[src/sv/sha1s_pkg.sv]
// ----------------------------------------------------------------------------
// sha1s_pkg
// Types, sizes and constants shared by the SHA-1 stream hasher files.
// ----------------------------------------------------------------------------
package sha1s_pkg;

    typedef logic [31:0] word_t;

    // one input beat: a message byte with its flags
    typedef struct packed {
        logic [7:0] data_byte;
        logic       byte_present;
        logic       last_byte;
    } in_beat_t;

    // one output beat: a digest word with its position
    typedef struct packed {
        logic [31:0] digest_word;
        logic [2:0]  word_index;
        logic        last_word;
    } out_beat_t;

    localparam int BLOCK_WORDS  = 16;
    localparam int WORD_AW      = $clog2(BLOCK_WORDS);
    localparam int DIGEST_WORDS = 5;
    localparam int ROUNDS       = 80;

    localparam logic [7:0] PAD_BYTE = 8'h80;

    // word slots of the 64-bit length field
    localparam logic [WORD_AW-1:0] LEN_HI_SLOT = 4'd14;
    localparam logic [WORD_AW-1:0] LEN_LO_SLOT = 4'd15;

    localparam word_t K0 = 32'h5a827999;
    localparam word_t K1 = 32'h6ed9eba1;
    localparam word_t K2 = 32'h8f1bbcdc;
    localparam word_t K3 = 32'hca62c1d6;

    function automatic word_t iv_word(input logic [2:0] idx);
        word_t v;
        case (idx)
            3'd0:    v = 32'h67452301;
            3'd1:    v = 32'hefcdab89;
            3'd2:    v = 32'h98badcfe;
            3'd3:    v = 32'h10325476;
            3'd4:    v = 32'hc3d2e1f0;
            default: v = 32'h00000000;
        endcase
        return v;
    endfunction

endpackage

[src/sv/sha1_stream_hasher.sv]
// ----------------------------------------------------------------------------
// sha1_stream_hasher
// SHA-1 over a byte stream; emits the 160-bit digest as five 32-bit beats.
// ----------------------------------------------------------------------------
// Throughput: one byte beat per cycle while a block fills; every 64th byte
//   triggers a compression (load, 80 rounds, chain add) run by the single
//   round unit, during which no byte beat is taken.
// After a last beat: the pad word, zero-fill at one word a cycle (up to 13
//   words, 15 when the length spills into a second block), 2 length writes,
//   then one or two compressions (one more first if that beat fills the
//   block), then the five digest beats, one per cycle when the sink is ready.
// Reset (rst_n low, asynchronous): chaining words to the SHA-1 IV, bit count
//   and fill to zero, no digest beat pending. The block RAM is not cleared.
// ----------------------------------------------------------------------------
module sha1_stream_hasher
    import sha1s_pkg::*;
(
    input  logic      clk,
    input  logic      rst_n,
    input  logic      byte_valid,
    output logic      byte_ready,
    input  in_beat_t  byte_beat,
    output logic      digest_valid,
    input  logic      digest_ready,
    output out_beat_t digest_beat
);

    // sequencer states
    localparam logic [3:0] ST_IDLE  = 4'd0;   // taking byte beats
    localparam logic [3:0] ST_PADW  = 4'd1;   // write the word holding 0x80
    localparam logic [3:0] ST_ZERO  = 4'd2;   // zero-fill words
    localparam logic [3:0] ST_LENH  = 4'd3;   // length, upper word
    localparam logic [3:0] ST_LENL  = 4'd4;   // length, lower word
    localparam logic [3:0] ST_CLOAD = 4'd5;   // fetch word 0, load a..e
    localparam logic [3:0] ST_ROUND = 4'd6;   // one SHA-1 round per cycle
    localparam logic [3:0] ST_CADD  = 4'd7;   // fold a..e into chain
    localparam logic [3:0] ST_OUT   = 4'd8;   // stream the digest

    // where to go once a compression is done
    localparam logic [1:0] RET_IDLE = 2'd0;
    localparam logic [1:0] RET_PAD  = 2'd1;
    localparam logic [1:0] RET_ZERO = 2'd2;
    localparam logic [1:0] RET_OUT  = 2'd3;

    localparam logic [WORD_AW:0] ZERO_END     = 5'd14;   // length follows
    localparam logic [WORD_AW:0] ZERO_END_OVF = 5'd16;   // whole block, then again
    localparam logic [6:0]       LAST_ROUND   = 7'(ROUNDS - 1);

    // ------------------------------------------------------------------
    // Registers
    // ------------------------------------------------------------------
    logic [3:0]       state_reg, state_next;
    logic [1:0]       ret_reg, ret_next;
    logic [5:0]       fill_reg, fill_next;        // bytes in the current block
    logic [63:0]      count_reg, count_next;      // message length in bits
    logic [WORD_AW:0] wptr_reg, wptr_next;        // padding write pointer
    logic             ovf_reg, ovf_next;          // padding spills to a second block
    logic [6:0]       rnd_reg, rnd_next;
    logic [2:0]       oidx_reg, oidx_next;
    logic             ovalid_reg, ovalid_next;
    out_beat_t        obeat_reg, obeat_next;
    logic [23:0]      acc_reg, acc_next;          // bytes of the word in progress
    word_t            a_reg, b_reg, c_reg, d_reg, e_reg;
    word_t            a_next, b_next, c_next, d_next, e_next;
    word_t            h_reg [DIGEST_WORDS];
    word_t            h_next [DIGEST_WORDS];
    word_t            sched_reg [BLOCK_WORDS];    // last 16 schedule words, [15] newest
    word_t            sched_next [BLOCK_WORDS];

    // ------------------------------------------------------------------
    // Message block RAM, 16 x 32. Writes only happen outside compression
    // and the block word a round needs was written before the compression
    // began, so read and write never meet on one entry.
    // ------------------------------------------------------------------
    logic               ram_we;
    logic [WORD_AW-1:0] ram_waddr, ram_raddr;
    word_t              ram_wdata, ram_rdata;

    sha1s_ram #(
        .WIDTH (32),
        .DEPTH (BLOCK_WORDS)
    ) u_block_ram (
        .clk   (clk),
        .we    (ram_we),
        .waddr (ram_waddr),
        .wdata (ram_wdata),
        .raddr (ram_raddr),
        .rdata (ram_rdata)
    );

    // ------------------------------------------------------------------
    // Round datapath
    // ------------------------------------------------------------------
    word_t rnd_w, rnd_f, rnd_k, rnd_t, sched_mix;
    word_t pad_word;

    always_comb
    begin
        sched_mix = sched_reg[13] ^ sched_reg[8] ^ sched_reg[2] ^ sched_reg[0];
        if (rnd_reg < 7'd16)
        begin
            rnd_w = ram_rdata;
        end
        else
        begin
            rnd_w = {sched_mix[30:0], sched_mix[31]};
        end

        if (rnd_reg < 7'd20)
        begin
            rnd_f = d_reg ^ (b_reg & (c_reg ^ d_reg));
            rnd_k = K0;
        end
        else if (rnd_reg < 7'd40)
        begin
            rnd_f = b_reg ^ c_reg ^ d_reg;
            rnd_k = K1;
        end
        else if (rnd_reg < 7'd60)
        begin
            rnd_f = (b_reg & c_reg) | (d_reg & (b_reg | c_reg));
            rnd_k = K2;
        end
        else
        begin
            rnd_f = b_reg ^ c_reg ^ d_reg;
            rnd_k = K3;
        end

        rnd_t = {a_reg[26:0], a_reg[31:27]} + rnd_f + e_reg + rnd_k + rnd_w;
    end

    // word that carries the 0x80 marker behind any bytes already buffered
    always_comb
    begin
        case (fill_reg[1:0])
            2'd0:    pad_word = {PAD_BYTE, 24'h000000};
            2'd1:    pad_word = {acc_reg[7:0], PAD_BYTE, 16'h0000};
            2'd2:    pad_word = {acc_reg[15:0], PAD_BYTE, 8'h00};
            2'd3:    pad_word = {acc_reg[23:0], PAD_BYTE};
            default: pad_word = {PAD_BYTE, 24'h000000};
        endcase
    end

    // ------------------------------------------------------------------
    // Sequencer
    // ------------------------------------------------------------------
    logic byte_take, out_free;

    assign byte_ready = (state_reg == ST_IDLE);
    assign byte_take  = byte_valid && byte_ready;
    assign out_free   = !ovalid_reg || digest_ready;

    always_comb
    begin
        state_next  = state_reg;
        ret_next    = ret_reg;
        fill_next   = fill_reg;
        count_next  = count_reg;
        wptr_next   = wptr_reg;
        ovf_next    = ovf_reg;
        rnd_next    = rnd_reg;
        oidx_next   = oidx_reg;
        acc_next    = acc_reg;
        a_next      = a_reg;
        b_next      = b_reg;
        c_next      = c_reg;
        d_next      = d_reg;
        e_next      = e_reg;
        obeat_next  = obeat_reg;
        ovalid_next = ovalid_reg && !digest_ready;
        for (int i = 0; i < DIGEST_WORDS; i++)
        begin
            h_next[i] = h_reg[i];
        end
        for (int i = 0; i < BLOCK_WORDS; i++)
        begin
            sched_next[i] = sched_reg[i];
        end
        ram_we    = 1'b0;
        ram_waddr = fill_reg[5:2];
        ram_wdata = pad_word;
        ram_raddr = rnd_reg[WORD_AW-1:0] + 1'b1;

        case (state_reg)
            ST_IDLE:
            begin
                if (byte_take)
                begin
                    if (byte_beat.byte_present)
                    begin
                        fill_next  = fill_reg + 1'b1;
                        count_next = count_reg + 64'd8;
                        acc_next   = {acc_reg[15:0], byte_beat.data_byte};
                        if (fill_reg[1:0] == 2'd3)
                        begin
                            ram_we    = 1'b1;
                            ram_waddr = fill_reg[5:2];
                            ram_wdata = {acc_reg, byte_beat.data_byte};
                        end
                    end
                    if (byte_beat.byte_present && (fill_reg == 6'd63))
                    begin
                        // block full: compress first, pad afterwards if last
                        state_next = ST_CLOAD;
                        ret_next   = byte_beat.last_byte ? RET_PAD : RET_IDLE;
                    end
                    else if (byte_beat.last_byte)
                    begin
                        state_next = ST_PADW;
                    end
                end
            end

            ST_PADW:
            begin
                ram_we     = 1'b1;
                ram_waddr  = fill_reg[5:2];
                ram_wdata  = pad_word;
                wptr_next  = {1'b0, fill_reg[5:2]} + 1'b1;
                ovf_next   = (fill_reg[5:2] >= LEN_HI_SLOT);
                state_next = ST_ZERO;
            end

            ST_ZERO:
            begin
                if (wptr_reg == (ovf_reg ? ZERO_END_OVF : ZERO_END))
                begin
                    if (ovf_reg)
                    begin
                        // no room for the length: finish this block, then a fresh one
                        state_next = ST_CLOAD;
                        ret_next   = RET_ZERO;
                        wptr_next  = '0;
                        ovf_next   = 1'b0;
                    end
                    else
                    begin
                        state_next = ST_LENH;
                    end
                end
                else
                begin
                    ram_we    = 1'b1;
                    ram_waddr = wptr_reg[WORD_AW-1:0];
                    ram_wdata = '0;
                    wptr_next = wptr_reg + 1'b1;
                end
            end

            ST_LENH:
            begin
                ram_we     = 1'b1;
                ram_waddr  = LEN_HI_SLOT;
                ram_wdata  = count_reg[63:32];
                state_next = ST_LENL;
            end

            ST_LENL:
            begin
                ram_we     = 1'b1;
                ram_waddr  = LEN_LO_SLOT;
                ram_wdata  = count_reg[31:0];
                state_next = ST_CLOAD;
                ret_next   = RET_OUT;
            end

            ST_CLOAD:
            begin
                ram_raddr  = '0;
                a_next     = h_reg[0];
                b_next     = h_reg[1];
                c_next     = h_reg[2];
                d_next     = h_reg[3];
                e_next     = h_reg[4];
                rnd_next   = '0;
                state_next = ST_ROUND;
            end

            ST_ROUND:
            begin
                e_next = d_reg;
                d_next = c_reg;
                c_next = {b_reg[1:0], b_reg[31:2]};
                b_next = a_reg;
                a_next = rnd_t;
                for (int i = 0; i < BLOCK_WORDS - 1; i++)
                begin
                    sched_next[i] = sched_reg[i + 1];
                end
                sched_next[BLOCK_WORDS - 1] = rnd_w;
                rnd_next = rnd_reg + 1'b1;
                if (rnd_reg == LAST_ROUND)
                begin
                    state_next = ST_CADD;
                end
            end

            ST_CADD:
            begin
                h_next[0] = h_reg[0] + a_reg;
                h_next[1] = h_reg[1] + b_reg;
                h_next[2] = h_reg[2] + c_reg;
                h_next[3] = h_reg[3] + d_reg;
                h_next[4] = h_reg[4] + e_reg;
                case (ret_reg)
                    RET_IDLE: state_next = ST_IDLE;
                    RET_PAD:  state_next = ST_PADW;
                    RET_ZERO: state_next = ST_ZERO;
                    RET_OUT:
                    begin
                        state_next = ST_OUT;
                        oidx_next  = '0;
                    end
                    default:  state_next = ST_IDLE;
                endcase
            end

            ST_OUT:
            begin
                if (out_free)
                begin
                    ovalid_next            = 1'b1;
                    obeat_next.digest_word = h_reg[oidx_reg];
                    obeat_next.word_index  = oidx_reg;
                    obeat_next.last_word   = (oidx_reg == 3'(DIGEST_WORDS - 1));
                    oidx_next              = oidx_reg + 1'b1;
                    if (oidx_reg == 3'(DIGEST_WORDS - 1))
                    begin
                        // final word staged: back to the initial state
                        for (int i = 0; i < DIGEST_WORDS; i++)
                        begin
                            h_next[i] = iv_word(3'(i));
                        end
                        count_next = '0;
                        fill_next  = '0;
                        state_next = ST_IDLE;
                    end
                end
            end

            default:
            begin
                state_next = ST_IDLE;
            end
        endcase
    end

    // control and chaining state
    always_ff @(posedge clk or negedge rst_n)
    begin
        if (!rst_n)
        begin
            state_reg  <= ST_IDLE;
            ret_reg    <= RET_IDLE;
            fill_reg   <= '0;
            count_reg  <= '0;
            wptr_reg   <= '0;
            ovf_reg    <= 1'b0;
            rnd_reg    <= '0;
            oidx_reg   <= '0;
            ovalid_reg <= 1'b0;
            for (int i = 0; i < DIGEST_WORDS; i++)
            begin
                h_reg[i] <= iv_word(3'(i));
            end
        end
        else
        begin
            state_reg  <= state_next;
            ret_reg    <= ret_next;
            fill_reg   <= fill_next;
            count_reg  <= count_next;
            wptr_reg   <= wptr_next;
            ovf_reg    <= ovf_next;
            rnd_reg    <= rnd_next;
            oidx_reg   <= oidx_next;
            ovalid_reg <= ovalid_next;
            for (int i = 0; i < DIGEST_WORDS; i++)
            begin
                h_reg[i] <= h_next[i];
            end
        end
    end

    // payload: working variables, schedule, partial word, output beat
    always_ff @(posedge clk)
    begin
        acc_reg   <= acc_next;
        a_reg     <= a_next;
        b_reg     <= b_next;
        c_reg     <= c_next;
        d_reg     <= d_next;
        e_reg     <= e_next;
        obeat_reg <= obeat_next;
        for (int i = 0; i < BLOCK_WORDS; i++)
        begin
            sched_reg[i] <= sched_next[i];
        end
    end

    assign digest_valid = ovalid_reg;
    assign digest_beat  = obeat_reg;

endmodule

[src/sv/sha1s_ram.sv]
// ----------------------------------------------------------------------------
// sha1s_ram
// Generic simple dual-port RAM: one write port, one read port, registered read.
// ----------------------------------------------------------------------------
module sha1s_ram #(
    parameter  int WIDTH = 32,
    parameter  int DEPTH = 16,
    localparam int AW    = $clog2(DEPTH)
) (
    input  logic             clk,
    input  logic             we,
    input  logic [AW-1:0]    waddr,
    input  logic [WIDTH-1:0] wdata,
    input  logic [AW-1:0]    raddr,
    output logic [WIDTH-1:0] rdata
);

    logic [WIDTH-1:0] mem [DEPTH];
    logic [WIDTH-1:0] rdata_reg;

    always_ff @(posedge clk)
    begin
        if (we)
        begin
            mem[waddr] <= wdata;
        end
        rdata_reg <= mem[raddr];
    end

    assign rdata = rdata_reg;

endmodule

[config.mk]
export PLATFORM = sky130hd
export DESIGN_NAME = sha1_stream_hasher
export DESIGN_NICKNAME = d
export VERILOG_FILES = /design/src/sv/sha1s_pkg.sv /design/src/sv/sha1_stream_hasher.sv /design/src/sv/sha1s_ram.sv
export SDC_FILE = /design/constraint.sdc
export NUM_CORES = 2
export LEC_CHECK = 0
export BUFFER_PORTS_ARGS = -buffer_cell sky130_fd_sc_hd__clkbuf_2
export CAP_MARGIN = 10
export CORE_MARGIN = 10
export CORE_UTILIZATION = 40
export CTS_BUF_LIST = sky130_fd_sc_hd__clkbuf_2
export CTS_CLUSTER_SIZE = 8
export DETAILED_ROUTE_END_ITERATION = 16
export PLACE_DENSITY = 0.66
export SLEW_MARGIN = 25
export SYNTH_ARGS = -nofsm -noshare
export SYNTH_HDL_FRONTEND = slang
export SYNTH_SLANG_ARGS = --single-unit
[constraint.sdc]
create_clock -name clk -period 18.75 [get_ports clk]
set_clock_uncertainty 0.15 [all_clocks]
set_input_delay 1.875 -clock clk [delete_from_list [all_inputs] [get_ports clk]]
set_output_delay 1.875 -clock clk [all_outputs]
set_load 0.05 [all_outputs]
; Yosys cells after proc, flatten, opt, wreduce, memory -nomap -nowiden
; Memory sizes are Yosys's and may differ from the RTL's. A register that Yosys moved wholly into a read port is not among the register bits.
; Index checks and enable logic that the tools add are counted.
[totals]
n_memories = 2
out_inout_bits = 38
elab_cells = 186
mem_bits_rw = 1024
register_bits = 473
in_bits = 14
[classes]
add_sub_neg = 16
n_lt_le_gt_ge = 6
bitwise = 13
reduce_logical = 24
eq_ne = 29
mux = 73
[mem_list]
columns = memory, words, word_bits, rd, rd_clocked_by_memory_dff, write_ports, line
row1 = sched_reg, 16, 32, 16, 0, 16, sha1_stream_hasher.sv:67  ; word_t sched_reg [BLOCK_WORDS];
row2 = u_block_ram.mem, 16, 32, 1, 1, 1, sha1s_ram.sv:18  ; logic [WIDTH-1:0] mem [DEPTH];
[ops]
columns = op, n
row1 = two-way mux 512 bit, 1
row2 = two-way mux 32 bit, 12
row3 = two-way mux 160 bit, 2
row4 = case mux 160 bit (2 select lines), 1
row5 = case mux 32 bit (2 select lines), 5
row6 = adder 32 bit, 9
row7 = two-way mux 64 bit, 4
row8 = case mux 32 bit (4 select lines), 2
row9 = bitwise XOR 32 bit, 7
row10 = case mux 64 bit (2 select lines), 1
row11 = bitwise AND 32 bit, 3
row12 = binary-select mux 32 bit (select 3 bit), 1
row13 = "adder 64 x 4 -> 64 bit, second input constant", 1
row14 = bitwise OR 32 bit, 2
row15 = two-way mux 4 bit, 9
row16 = case mux 4 bit (9 select lines), 1
row17 = two-way mux 31 bit, 1
row18 = two-way mux 6 bit, 4
row19 = "== test 4 x 3 -> 1 bit, second input constant", 4
row20 = case mux 4 bit (4 select lines), 1
row21 = two-way mux 5 bit, 3
row22 = "less-than comparator 7 x 5 -> 1 bit, second input constant", 2
row23 = "less-than comparator 7 x 6 -> 1 bit, second input constant", 2
row24 = case mux 7 bit (2 select lines), 1
row25 = other kinds (43), 82

; Depth between registers and ports, before layout
[depth]
word_depth = 11
ltp_mapped = 26
depth_no_buf = 23

; Hierarchy
; Synthesis repeated with hierarchy kept, for this count alone.
[unflattened]
cells_unflattened = 5143
hier_area_um2 = 70179.8
[by_module_without_submodules]
columns = mod, area_each_um2, cells_each, n_inst, seq_area_each_um2
row1 = sha1_stream_hasher, 50325.8, 4305, 1, 28337.2
row2 = sha1s_ram, 19854.0, 838, 1, 16015.4

; Worst setup path before layout
; No wires, ideal clock.
[synth_path]
path_kind = reg2reg
start = register state_reg[3] (netlist name)
end = memory sched_reg[0][0] (netlist name), enable pin
slack_ps = 2300
arrival_time_ps = 15223
path_buffers = 3
t_required_ps = 17524
path_stages_with_launch = 7
setup_time_ps = 1076
period_less_slack_ps = 16450
path_cell_list = dfrtp_1 -> clkbuf_1 -> nor2b_1 -> nand2_1 -> clkinv_1 -> clkbuf_1 -> clkbuf_1
[synth_rtl]
columns = element, line
row1 = to (decl), sha1_stream_hasher.sv:67

; Worst setup path in the final report
[layout_path]
start = register rnd_reg[2]
end = register a_reg[30], data pin
[layout_between]
elab_chain_len = 9
elab_cells_between_ends = 16
classes_between = add/sub: 4 / order compare: 4 / mux: 8
[layout_rtl]
columns = element, line
row1 = from (decl), sha1_stream_hasher.sv:58  ; logic [6:0] rnd_reg, rnd_next;
row2 = from (signal assigned), sha1_stream_hasher.sv:376  ; rnd_reg <= rnd_next;
row3 = less-than comparator 7 x 6 -> 1 bit, sha1_stream_hasher.sv:119  ; else if (rnd_reg < 7'd60)
row4 = two-way mux 32 bit, sha1_stream_hasher.sv:119
row5 = two-way mux 32 bit, sha1_stream_hasher.sv:114  ; else if (rnd_reg < 7'd40)
row6 = two-way mux 32 bit, sha1_stream_hasher.sv:109  ; if (rnd_reg < 7'd20)
row7 = adder 32 bit (3 in a row), sha1_stream_hasher.sv:130  ; rnd_t = {a_reg[26:0], a_reg[31:27]} + rnd_f + e_reg + rnd_k + rnd_w;
row8 = adder 32 bit (*), sha1_stream_hasher.sv:130
row9 = case mux 32 bit (2 select lines) (*), sha1_stream_hasher.sv:185  ; case (state_reg)
row10 = via a_next[30], sha1_stream_hasher.sv:64  ; word_t a_next, b_next, c_next, d_next, e_next;
row11 = to (signal assigned), sha1_stream_hasher.sv:390  ; a_reg <= a_next;
row12 = to (decl), sha1_stream_hasher.sv:63  ; word_t a_reg, b_reg, c_reg, d_reg, e_reg;
; The timed path passes the listed nets; every way through them passes the cells marked *.
; A chain may end at the register's enable or synchronous reset.

==> impl_metrics.csv <==
group,metric,value,unit
power_and_ir_drop,p_leak,30.2,nW
power_and_ir_drop,comb_power_share,51.0,%
synth,synth_area,71000,um2
clocking,root_buffer,"clkbuf_2",
die,die_w,441,um
cells_and_area,nets,6122,
worst_setup_path,startpoint_type,"register",
synth,syn_inst,5493,
clocking,numCtsBuffers,381,
sta,finalSetupViolations,0,
clocking,cts_tree,"yes",
drt,antenna_left,0,
die,die_y,441,um
sta,worst_pin_slew,1.16,ns
sta,relSlewSlack,22.4,%
synth,ys_seq_area_share,62.5,%
worst_setup_path,critical_path_required,19.93,ns
power_and_ir_drop,vdd_drop_max,0.000243,V
synth,synth-edff-count,1244,
worst_setup_path,cp_max_fo,21,
global_routing,grt_use_total,18.3,%
drt,finalWirelength,181000,um
placement,place.gp.congestion,0.913,
cells_and_area,drive_gt1_share,15.8,%
global_routing,grt_pass1_vias,45400,
global_routing,met2_usage,27.8,%
run_status,status,"finished clean",
synth,synth.distinct_cells,83,
global_routing,grt_use_met3,3.86,%
global_routing,grt_use_met1,25.8,%
drt,drtIter0Drc,4296,
power_and_ir_drop,seq_power_share,34.4,%
power_and_ir_drop,switching_share,43.3,%
sta,fin_tns_setup,0,ns
sta,layout_min_cycle_time,7.45,ns
die,rows,154,
clocking,clock-sinks,1526,
global_routing,grt_pass1_wl,276000,um
drt,vias,46100,
drt,vias_per_cell,5.47,
synth,syn_nets,5834,
clocking,clockBufferDepth,4,
die,start_util,40.3,%
cells_and_area,fillers,16100,
worst_setup_path,cp_cell_sequence,"and3_1, or3_1, buf_4, inv_1, nor2_2, buf_4, inv_1, o221ai_1, fa_1, inv_1, fa_1, ha_1, a211oi_1, o21ai_0, a2bb2oi_1, nand4_1, o211a_1, nor3_1, nand4_1, and4_1, o41ai_1, xnor2_1, o21ai_0",
sta,final.period_utilization,39.7,%
worst_hold_path,hp-class,"reg2reg",
die,ioPinCount,52,
clocking,h-tree-depth,5,
synth,yosys_most_used_dff,"edfxtp_1",
synth,ys_warn_count,0,
sta,fmax,134,MHz
clocking,clkTransAtPathRegs,0.11,ns
placement,place_inst,7730,
clocking,post_cts_resized,0,
drt,drc,0,
power_and_ir_drop,power_density,197,nW/um2
synth,synth_seq_cells,1526,
power_and_ir_drop,switching_power,6.61,mW
cells_and_area,multiInputGateArea,24800,um2
worst_setup_path,slowest_delay,0.69,ns
placement,port_buffers,51,
cells_and_area,area_growth,9.51,%
global_routing,antenna_found_initial,9,
worst_setup_path,crit_arrival,8.63,ns
worst_setup_path,critPathCaptureType,"register",
clocking,clk_latency,1.76,ns
flow_run,maxCapViolCount,0,
worst_setup_path,cp_slowest_cell,"inv_1",
sta,rsz0062_at_grt,"no",
synth,syn_avg_cell_area,12.9,um2
global_routing,grt_max_degree,168,
global_routing,top_usage_layer,"met2",
sta,hold_violations,0,
sta,drv_slew,0,
cells_and_area,final_cells,8426,
power_and_ir_drop,p_int,8.68,mW
die,fp.dieArea,195000,um2
worst_setup_path,worstSetupPathType,"reg2reg",
global_routing,overflow,0,
synth,async_reset_ff_share,16.4,%
drt,routedWlPerCell,21.5,um
placement,dp_hpwl,115000,um
power_and_ir_drop,clkPwrFrac,14.6,%
cells_and_area,seqCellArea,44400,um2
die,core_area,176000,um2
worst_setup_path,path_common_cell,"inv_1",
drt,drt_pass1_iterations,8,
==> cells in the mapped netlist, types with 56 or more instances <==
cell type	n	area share (%)
a21oi_1	237	1.7
mux2i_1	162	2.3
inv_1	314	1.7
nand3_1	86	0.61
a211oi_1	120	1.3
a21o_1	83	0.88
clkbuf_1	203	1.1
edfxtp_1	1244	53
nor2b_1	88	0.78
dfstp_2	80	3.0
nand2_1	716	3.8
xor2_1	119	1.5
ha_1	202	3.6
fa_1	125	3.5
nor2_1	236	1.2
a31oi_1	59	0.52
dfrtp_1	170	6.0
xnor2_1	191	2.4
o21ai_0	347	2.4
mux4_2	64	2.0
nor3_1	56	0.39
==> path summary, 6_finish.rpt <==
path	from	end	slack [ns]	depth (start not counted)
hold / removal	sched_reg[1][209]	sched_reg[1][177]	0.19	0
hold reg to reg	sched_reg[1][209]	sched_reg[1][177]	0.19	0
setup / recovery	rnd_reg[2]	a_reg[30]	11.30	23
max in group asynchronous	rst_n	count_reg[52]	14.91	5
setup reg to reg	rnd_reg[2]	a_reg[30]	11.30	23
min in group asynchronous	rst_n	h_reg[80]	0.59	2
==> critical path: cells and delay by family (launching register included) <==
kind | cells | cell delay (ns)
adders and majority gates | 3 | 1.47
and+or+nand+nor | 7 | 1.46
xor gates and xnor gates | 1 | 0.16
AOI/OAI and AO/OA | 7 | 1.53
DFF | 1 | 0.47
buffers and inverters | 5 | 1.76
==> final cells by class <==
cell class              count  area share, %
clock buffers             581           3.74
flip-flops and latches   1526           57.0
repair buffers            136           1.26
diodes                      8         0.0257
multi-input cells        3420           31.9
well taps                2340           3.76
inverters                 316           1.54
clock inverters            99          0.682
==> cell families after synthesis <==
kind of cell / Yosys count / share of synthesized area [%]
buffers and inverters: 547 / 2.91
AND/OR/NAND/NOR: 1388 / 8.75
multiplexers: 232 / 4.41
XOR/XNOR: 310 / 3.82
AO/OA/AOI/OAI: 1163 / 10.6
adder cells (fa/ha/maj): 327 / 7.08
flip-flops: 1526 / 62.5
==> repair_timing <==
action                    in CTS  in global routing
hold buffers                   8                  0
hold endpoints to repair      47                  0
buffers inserted               0                  0
==> through the flow <==
stage	cell area, um2	hold WS (ns)	setup WS, ns	total power, mW	utilization [%]
floorplan	71000	0.250	2.30	10.9	-
global placement	74200	0.250	11.70	12.8	42.1
detailed placement	74200	0.255	11.49	13.0	42.1
CTS	77700	0.0907	11.31	15.3	44.1
global route	77800	0.121	10.80	16.5	44.1
finish	77800	0.192	11.30	15.3	44.1
==> placed cells by master, fill, tap and decap left out, types with 80 or more instances in the layout <==
cell type and count:
a21o_1 83, xor2_1 119, ha_1 202, clkbuf_2 631, a211oi_1 120, nand2_1 714, nand3_1 85, xnor2_1 191
inv_1 311, mux2i_1 162, o21ai_0 346, edfxtp_1 1244, a21oi_1 237, fa_1 125, nor2_1 218, dfstp_2 80
nor2b_1 86, dfrtp_1 166
==> power groups by stage <==
stage	logic, mW	clock network (mW)	registers (mW)
after floorplan	5.65	0	5.24
after global placement	7.56	0	5.29
after detailed placement	7.70	0	5.31
after CTS	7.76	2.31	5.24
after global routing	8.65	2.48	5.32
final	7.80	2.23	5.25
==> routing by layer <==
metal | wire (um) | share of wire [%] | vias up
met2 | 81300 | 45 | 1872
met3 | 14000 | 7.7 | 363
met5 | 13 | 0.0072 | -
met4 | 5890 | 3.3 | 2
met1 | 79900 | 44 | 22900
li1 | - | - | 21000
(Power assumes the default switching activity.)
